==> src/rtl/aorq_pkg.sv <==
// Shared types and constants for the arrival-ordered ready queue.
package aorq_pkg;

    localparam int DEF_QUEUE_DEPTH = 16;
    localparam int DEF_ID_BITS     = 8;
    localparam int DEF_TIME_BITS   = 16;
    localparam int COUNT_OUT_BITS  = 5;

    typedef enum logic [0:0] {
        CMD_INSERT = 1'b0,
        CMD_POP    = 1'b1
    } aorq_cmd_t;

    typedef enum logic [1:0] {
        ST_OK    = 2'd0,
        ST_EMPTY = 2'd1,
        ST_FULL  = 2'd2
    } aorq_status_t;

    typedef struct packed {
        logic insert;
        logic pop;
    } aorq_op_t;

endpackage

==> src/rtl/arrival_ordered_ready_queue.sv <==
// Top level of the arrival-ordered ready queue: cell chain, counter, result register.
//
// Usage: each beat on the s_ channel is one command. s_tuser[0] selects insert (0)
// or pop (1); s_tdata carries process id (low bits) and arrival time above it.
// An insert places the entry after every waiting entry with an equal or earlier
// arrival time; a pop removes the head, which has the earliest arrival.
// Every command gives exactly one result beat on the m_ channel: m_tuser holds
// the status (ok, pop on empty, insert dropped because full) and m_tdata holds
// popped id, popped arrival and the waiting count after the command.
// The result appears in the cycle after the command is accepted.
// Throughput: one command per cycle while no stalled result holds s_tready low; every cell compares
// its own key with the new key in the same cycle and shifts toward its neighbor in one step.
// Stall: a result held by a stalled receiver blocks s_tready until it is taken;
// a result taken in the same cycle lets the next command in at once.
// Reset (aresetn low, synchronous) empties the queue and drops any pending result.
module arrival_ordered_ready_queue
    import aorq_pkg::*;
#(
    parameter int QUEUE_DEPTH = DEF_QUEUE_DEPTH,
    parameter int ID_BITS     = DEF_ID_BITS,
    parameter int TIME_BITS   = DEF_TIME_BITS
) (
    input  logic aclk,
    input  logic aresetn,
    input  logic s_tvalid,
    output logic s_tready,
    // process_id, arrival_time
    input  logic [((ID_BITS+TIME_BITS+7)/8)*8-1:0] s_tdata,
    // command
    input  logic [0:0] s_tuser,
    output logic m_tvalid,
    input  logic m_tready,
    // popped_id, popped_arrival, waiting_count
    output logic [((ID_BITS+TIME_BITS+COUNT_OUT_BITS+7)/8)*8-1:0] m_tdata,
    // status
    output logic [1:0] m_tuser
);

    localparam int CNT_BITS = $clog2(QUEUE_DEPTH + 1);
    localparam int OUT_W    = ((ID_BITS + TIME_BITS + COUNT_OUT_BITS + 7) / 8) * 8;
    localparam int PAD_W    = OUT_W - (ID_BITS + TIME_BITS + COUNT_OUT_BITS);

    logic [TIME_BITS-1:0] cell_key   [QUEUE_DEPTH];
    logic [ID_BITS-1:0]   cell_id    [QUEUE_DEPTH];
    logic                 cell_valid [QUEUE_DEPTH];
    logic                 cell_after [QUEUE_DEPTH];

    logic                 accept;
    aorq_cmd_t            cmd;
    logic [ID_BITS-1:0]   in_id;
    logic [TIME_BITS-1:0] in_key;
    logic                 full;
    logic                 empty;
    aorq_op_t             op;

    logic [CNT_BITS-1:0]  count_reg, count_next;
    logic [CNT_BITS+COUNT_OUT_BITS-1:0] count_ext;

    logic                 out_valid_reg;
    aorq_status_t         status_reg, status_next;
    logic [ID_BITS-1:0]   pid_reg, pid_next;
    logic [TIME_BITS-1:0] pkey_reg, pkey_next;
    logic [COUNT_OUT_BITS-1:0] wait_reg;

    assign s_tready = !out_valid_reg || m_tready;
    assign accept   = s_tvalid && s_tready;
    assign cmd      = aorq_cmd_t'(s_tuser[0]);
    assign in_id    = s_tdata[ID_BITS-1:0];
    assign in_key   = s_tdata[ID_BITS +: TIME_BITS];
    assign full     = cell_valid[QUEUE_DEPTH-1];
    assign empty    = !cell_valid[0];

    always_comb begin
        op          = '0;
        count_next  = count_reg;
        status_next = ST_OK;
        pid_next    = '0;
        pkey_next   = '0;
        case (cmd)
            CMD_INSERT: begin
                if (full) begin
                    status_next = ST_FULL;
                end else begin
                    op.insert  = accept;
                    count_next = count_reg + 1'b1;
                end
            end
            CMD_POP: begin
                if (empty) begin
                    status_next = ST_EMPTY;
                end else begin
                    op.pop     = accept;
                    count_next = count_reg - 1'b1;
                    pid_next   = cell_id[0];
                    pkey_next  = cell_key[0];
                end
            end
            default: begin
                status_next = ST_OK;
            end
        endcase
    end

    assign count_ext = {{COUNT_OUT_BITS{1'b0}}, count_next};

    for (genvar i = 0; i < QUEUE_DEPTH; i++) begin : g_cell
        logic [TIME_BITS-1:0] p_key, n_key;
        logic [ID_BITS-1:0]   p_id, n_id;
        logic                 p_valid, p_after, n_valid;

        if (i == 0) begin : g_head
            assign p_key   = '0;
            assign p_id    = '0;
            assign p_valid = 1'b0;
            assign p_after = 1'b1;
        end else begin : g_body
            assign p_key   = cell_key[i-1];
            assign p_id    = cell_id[i-1];
            assign p_valid = cell_valid[i-1];
            assign p_after = cell_after[i-1];
        end

        if (i == QUEUE_DEPTH - 1) begin : g_tail
            assign n_key   = '0;
            assign n_id    = '0;
            assign n_valid = 1'b0;
        end else begin : g_link
            assign n_key   = cell_key[i+1];
            assign n_id    = cell_id[i+1];
            assign n_valid = cell_valid[i+1];
        end

        aorq_cell #(
            .ID_BITS   (ID_BITS),
            .TIME_BITS (TIME_BITS)
        ) u_cell (
            .aclk       (aclk),
            .aresetn    (aresetn),
            .op         (op),
            .new_key    (in_key),
            .new_id     (in_id),
            .prev_key   (p_key),
            .prev_id    (p_id),
            .prev_valid (p_valid),
            .prev_after (p_after),
            .next_key   (n_key),
            .next_id    (n_id),
            .next_valid (n_valid),
            .key        (cell_key[i]),
            .id         (cell_id[i]),
            .valid      (cell_valid[i]),
            .after      (cell_after[i])
        );
    end

    always_ff @(posedge aclk) begin
        if (!aresetn) begin
            count_reg     <= '0;
            out_valid_reg <= 1'b0;
        end else begin
            if (accept) begin
                count_reg     <= count_next;
                out_valid_reg <= 1'b1;
            end else if (m_tready) begin
                out_valid_reg <= 1'b0;
            end
        end
    end

    always_ff @(posedge aclk) begin
        if (accept) begin
            status_reg <= status_next;
            pid_reg    <= pid_next;
            pkey_reg   <= pkey_next;
            wait_reg   <= count_ext[COUNT_OUT_BITS-1:0];
        end
    end

    assign m_tvalid = out_valid_reg;
    assign m_tuser  = status_reg;
    assign m_tdata  = {{PAD_W{1'b0}}, wait_reg, pkey_reg, pid_reg};

endmodule

==> src/rtl/aorq_cell.sv <==
// One slot of the sorted queue: holds an entry and shifts with its neighbors.
module aorq_cell
    import aorq_pkg::*;
#(
    parameter int ID_BITS   = DEF_ID_BITS,
    parameter int TIME_BITS = DEF_TIME_BITS
) (
    input  logic                 aclk,
    input  logic                 aresetn,
    input  aorq_op_t             op,
    input  logic [TIME_BITS-1:0] new_key,
    input  logic [ID_BITS-1:0]   new_id,
    input  logic [TIME_BITS-1:0] prev_key,
    input  logic [ID_BITS-1:0]   prev_id,
    input  logic                 prev_valid,
    input  logic                 prev_after,
    input  logic [TIME_BITS-1:0] next_key,
    input  logic [ID_BITS-1:0]   next_id,
    input  logic                 next_valid,
    output logic [TIME_BITS-1:0] key,
    output logic [ID_BITS-1:0]   id,
    output logic                 valid,
    output logic                 after
);

    logic [TIME_BITS-1:0] key_reg, key_next;
    logic [ID_BITS-1:0]   id_reg, id_next;
    logic                 valid_reg, valid_next;

    assign after = valid_reg && (key_reg <= new_key);

    always_comb begin
        key_next   = key_reg;
        id_next    = id_reg;
        valid_next = valid_reg;
        if (op.insert) begin
            if (!after) begin
                if (prev_after) begin
                    key_next   = new_key;
                    id_next    = new_id;
                    valid_next = 1'b1;
                end else begin
                    key_next   = prev_key;
                    id_next    = prev_id;
                    valid_next = prev_valid;
                end
            end
        end else if (op.pop) begin
            key_next   = next_key;
            id_next    = next_id;
            valid_next = next_valid;
        end
    end

    always_ff @(posedge aclk) begin
        key_reg <= key_next;
        id_reg  <= id_next;
        if (!aresetn) begin
            valid_reg <= 1'b0;
        end else begin
            valid_reg <= valid_next;
        end
    end

    assign key   = key_reg;
    assign id    = id_reg;
    assign valid = valid_reg;

endmodule

==> config.mk <==
export PLATFORM = sky130hd
export DESIGN_NAME = arrival_ordered_ready_queue
export DESIGN_NICKNAME = d
export VERILOG_FILES = /design/src/rtl/aorq_pkg.sv /design/src/rtl/arrival_ordered_ready_queue.sv /design/src/rtl/aorq_cell.sv
export SDC_FILE = /design/constraint.sdc
export NUM_CORES = 1
export LEC_CHECK = 0
export BUFFER_PORTS_ARGS = -buffer_cell sky130_fd_sc_hd__buf_2
export CORE_ASPECT_RATIO = 1.75
export CORE_MARGIN = 4
export CORE_UTILIZATION = 50
export DETAILED_ROUTE_END_ITERATION = 8
export PLACE_DENSITY = 0.69
export SETUP_SLACK_MARGIN = 0.4
export SYNTH_ARGS = -nofsm -noshare
export SYNTH_HDL_FRONTEND = slang
export SYNTH_HIERARCHICAL = 1
export SYNTH_SLANG_ARGS = --single-unit
==> constraint.sdc <==
create_clock -name aclk -period 2.8 [get_ports aclk]
set_input_delay 0.14 -clock aclk [delete_from_list [all_inputs] [get_ports aclk]]
set_output_delay 0.14 -clock aclk [all_outputs]
set_load 0.005 [all_outputs]
Word-level counts from Yosys, hierarchy flattened
Cells that the tools add are included.

Logic and storage cells: 328. Output and inout port bits: 36. Bits of input ports: 29. Register bits after elaboration: 437.

Bitwise operators: 1. Order comparisons: 16. Reductions and logical operators: 38. Muxes and demuxes: 201. Equal/unequal tests: 16. Add/sub/neg operators: 2.

Operator list (number): 2-to-1 mux 16 bit (63); 2-to-1 mux 8 bit (63); <= comparator 16 bit (16); 2-to-1 mux 1 bit (70); AND reduction 2 bit (17); != test 2 bit (second input constant) (16); logical AND 1 bit (17); 2-to-1 mux 5 bit (2); case mux 5 bit (2 select lines) (1); adder 5 x 1 -> 5 bit (second input constant) (1); subtractor 5 x 1 -> 5 bit (second input constant) (1); case mux 2 bit (2 select lines) (1); nonzero test 2 bit (2); 2-to-1 mux 2 bit (1); logical NOT 1 bit (1); logical OR 1 bit (1); NOT 1 bit (1).

Logic depth before layout (Yosys ltp)
Depth in word-level cells: 7. Depth in mapped cells: 11. Mapped depth without buffers: 9.

Cells and area by module
Netlist, hierarchy kept.

Modules (own cells, without submodules): aorq_cell (g_cell[0].u_cell ...) (instances 14, cells each 169, seq. area each 740.7 um^2, area an instance 1702.9 um^2); aorq_cell (g_cell[8].u_cell ...) (instances 2, cells each 169, seq. area each 740.7 um^2, area an instance 1686.6 um^2); arrival_ordered_ready_queue (instances 1, cells each 127, seq. area each 1051.0 um^2, area an instance 1616.6 um^2).

Least setup slack after synthesis
No wires, ideal clock.

Kind: register to register. From: register out_valid_reg (netlist: m_tvalid). To: register g_cell[0].u_cell.id_reg[0], enable pin. Path buffers: 0. Data required time: 2471 ps. Library setup time: 329 ps. Slack: 91 ps. Arrival time: 2380 ps. Period minus slack after synthesis: 2709 ps. Cell stages (with the launch flop): 5. Cell sequence: dfxtp_1 > nand2b_1 > nand2_1 > nor2_1 > mux2_4.

RTL lines: from (decl) (RTL line arrival_ordered_ready_queue.sv:59) `logic out_valid_reg;`; from (signal assigned) (RTL line arrival_ordered_ready_queue.sv:159) `out_valid_reg <= 1'b0;`; from (signal assigned) (RTL line arrival_ordered_ready_queue.sv:163) `out_valid_reg <= 1'b1;`; from (signal assigned) (RTL line arrival_ordered_ready_queue.sv:165) `out_valid_reg <= 1'b0;`; to (signal assigned) (RTL line aorq_cell.sv:57) `id_reg <= id_next;`; to (decl) (RTL line aorq_cell.sv:27) `logic [ID_BITS-1:0] id_reg, id_next;`.

Worst setup path in the final report
From: register g_cell[7].u_cell.key_reg[11]. To: register g_cell[7].u_cell.key_reg[8], enable pin.

Cells in the longest elaborated chain, start to end: 4.

Ends and longest elaborated chain: from (decl) (RTL line aorq_cell.sv:26) `logic [TIME_BITS-1:0] key_reg, key_next;`; from (signal assigned) (RTL line aorq_cell.sv:56) `key_reg <= key_next;`; <= comparator 16 bit (RTL line aorq_cell.sv:30) `assign after = valid_reg && (key_reg <= new_key);`; logical AND 1 bit (RTL line aorq_cell.sv:30); != test 2 bit (no source line); AND reduction 2 bit (no source line).

No other way between the ends. A chain may end at the register's enable or synchronous reset.

==> key figures <==
GRT
  – Overflow after GRT: 0
  – Largest net degree at the start of global routing: between 80 and 90
  – Vias in the first global route: ~24,000
  – All-Layer GR Usage: between 20 and 30%
  – First-pass GRT wire length: ~130,000 um
  – Initial antenna violation count: 4

Clock tree
  – Root Buffer Master: clkbuf_16
  – CTS tree: built
  – Clock buffer depth: 3
  – CTS Buf Count: 42
  – Worst-skew pair later-pin latency: 0.58 ns
  – Clk slew on worst S/H paths: 0.07 ns
  – Clock Sinks: roughly 440
  – H-Tree Level Count: 2

Synthesis
  – Synth Warn #: 6
  – Mapped Area: around 29,000 um^2
  – Post-Syn Instances: around 2,800
  – Syn Area/Cell: just over 10 um^2

Cells and area
  – Nets@finish: about 3,500
  – Utilization after layout: between 60% and 70%
  – Layout cells sized above 1: 24.3%
  – Number of fill cells: between 4,000 and 5,000
  – Area grow syn2layout: 29.5%
  – Most common cell after layout, fill and taps aside: a21oi_1
  – Commonest non-fill, non-tap cells in the layout: a21oi_1 (451), edfxtp_1 (415), nor2_1 (398)
  – Max reg flops: ~260

STA
  – Final setup margin: -0.0781 ns
  – Post-layout min period: approximately 2.9 ns
  – Total Negative Setup Slacks: -3.17 ns
  – RSZ-0062 raised after global routing: yes
  – Final Skew: just under 0.03 ns
  – Worst-Margin Slew: about 0.84 ns
  – Worst slew margin: a little over two fifths
  – Period Utilization, post-route: 103%
  – Hold Vio Cnt, Final: 0
  – Setup violators final: 78
  – Max frequency: about 0.35 GHz
  – Slew Limit Fails: 0

Die
  – Die ar.: 61,700 um^2
  – Initial core utilization: between 50% and 60%
  – Core Box Area: between 50,000 and 60,000 um^2
  – Die H: roughly 330 um
  – Die Width: about 190 um
  – Rows: around 120
  – I/O Pins: 65

Setup path
  – Critical path peak fanout: 12
  – Critical path depth: 10
  – Worst path buffer plus inverter count: 4
  – CP peak stage delay: 0.44 ns
  – Critical path's top delay family: compound AO/OA/AOI/OAI gates
  – Slowest-stage cell, CP: edfxtp_1
  – CP dominant cell by count: buf_6
  – Reg2Reg Depth: 10
  – Arr. time, crit path: 3.20 ns
  – Worst setup EP type: flop
  – Worst EP required: roughly 3.1 ns
  – CP Cell Sequence: ha_4 > buf_4 > a21oi_2 > o21a_1 > o221ai_2 > o31a_2 > buf_6 > buf_6 > mux2_4 > buf_12
  – Setup crit start kind: flop
  – Crit Path Class: reg -> reg

Route
  – Drt total wl: 92,600 um
  – Wirelength per Cell: around 23 um
  – Vias per cell: ~6
  – Routed Antenna Nets: 0
  – Initial drt markers: 1,753
  – Pre-antenna DRT Iters: 5
  – DRC viols: 0
  – Routed via count: between 20,000 and 25,000

Outcome
  – Violated checks: setup timing
  – Outcome: complete, but fails checks

Power
  – VDD IR max: just under 0.6 mV
  – P_leak: about 0.015 uW
  – Pwr dens: around 510 nW/um^2

Placement
  – Input/output buffers: 61
  – Placer Congestion: about 0.87
  – Dpl hpwl: 58,000 um

Min path
  – Hold WC Path Type: in -> reg
  – Hold path depth: 5

Run
  – Max-capacitance violation count: 0
power by group:
group          total (uW)  leakage (uW)  switching [uW]  internal (uW)
sequential           8210       0.00404             383           7820
clock                6050      0.000689            2660           3390
combinational        4640       0.00996            2550           2090
total               18900        0.0147            5600          13300
repair_timing:
action / in CTS / in global routing
endpoints found under the setup margin: 755 / 776
endpoints found under the hold margin: 1 / 0
pin swaps: 176 / 125
hold buffers: 2 / 0
cloned: 26 / 5
gates resized for setup: 141 / 142
buffers inserted: 120 / 52
worst min-delay path, stage by stage:
cell and delay (ns):
buf_2 0.10, inv_1 0.07, a221oi_2 0.07, xnor2_1 0.12, and2_1 0.11
through the flow:
step	std cells	total power (uW)	hold WS (ns)	area [um^2]	setup WS, ns
4_1_cts	3944	18400	0.0867	35900	0.118
3_3_place_gp	3718	11700	0.444	31900	-0.0970
2_1_floorplan	2882	10400	0.262	29100	0.429
3_5_place_dp	3718	11900	0.454	31900	-0.263
5_1_grt	4001	19600	0.109	37300	-0.124
6_report	4003	18900	0.0927	37300	-0.0781
path summary, 6_finish.rpt:
path	slack, ns	startpoint	end
max reg2reg	-0.08	g_cell[7].u_cell/key[11]$_DFFE_PP_	g_cell[7].u_cell/key[8]$_DFFE_PP_
max	-0.08	g_cell[7].u_cell/key[11]$_DFFE_PP_	g_cell[7].u_cell/key[8]$_DFFE_PP_
min reg2reg	0.46	count_reg[4]$_SDFFE_PN0P_	count_reg[4]$_SDFFE_PN0P_
min	0.09	m_tready	count_reg[0]$_SDFFE_PN0P_
layout make-up:
type / count / area, um^2 / share of cell area, %
multi-input combinational: 2002 / 16100 / 43.2
clock inverter: 28 / 314 / 0.841
tap: 767 / 960 / 2.57
antenna: 2 / 5.00 / 0.0134
clock buffer: 50 / 1100 / 2.95
sequential: 437 / 12900 / 34.6
timing repair buffer: 424 / 4740 / 12.7
inverter: 293 / 1180 / 3.15
per-layer routing:
metal	vias up	share of wire, %	track usage [%]
met5	-	0.012	0
met4	2	12	25.0
met3	522	4.2	3.33
met2	1023	52	49.8
met1	11200	32	25.5
li1	10900	-	-
Note: power is estimated with default switching activity, not from simulation.
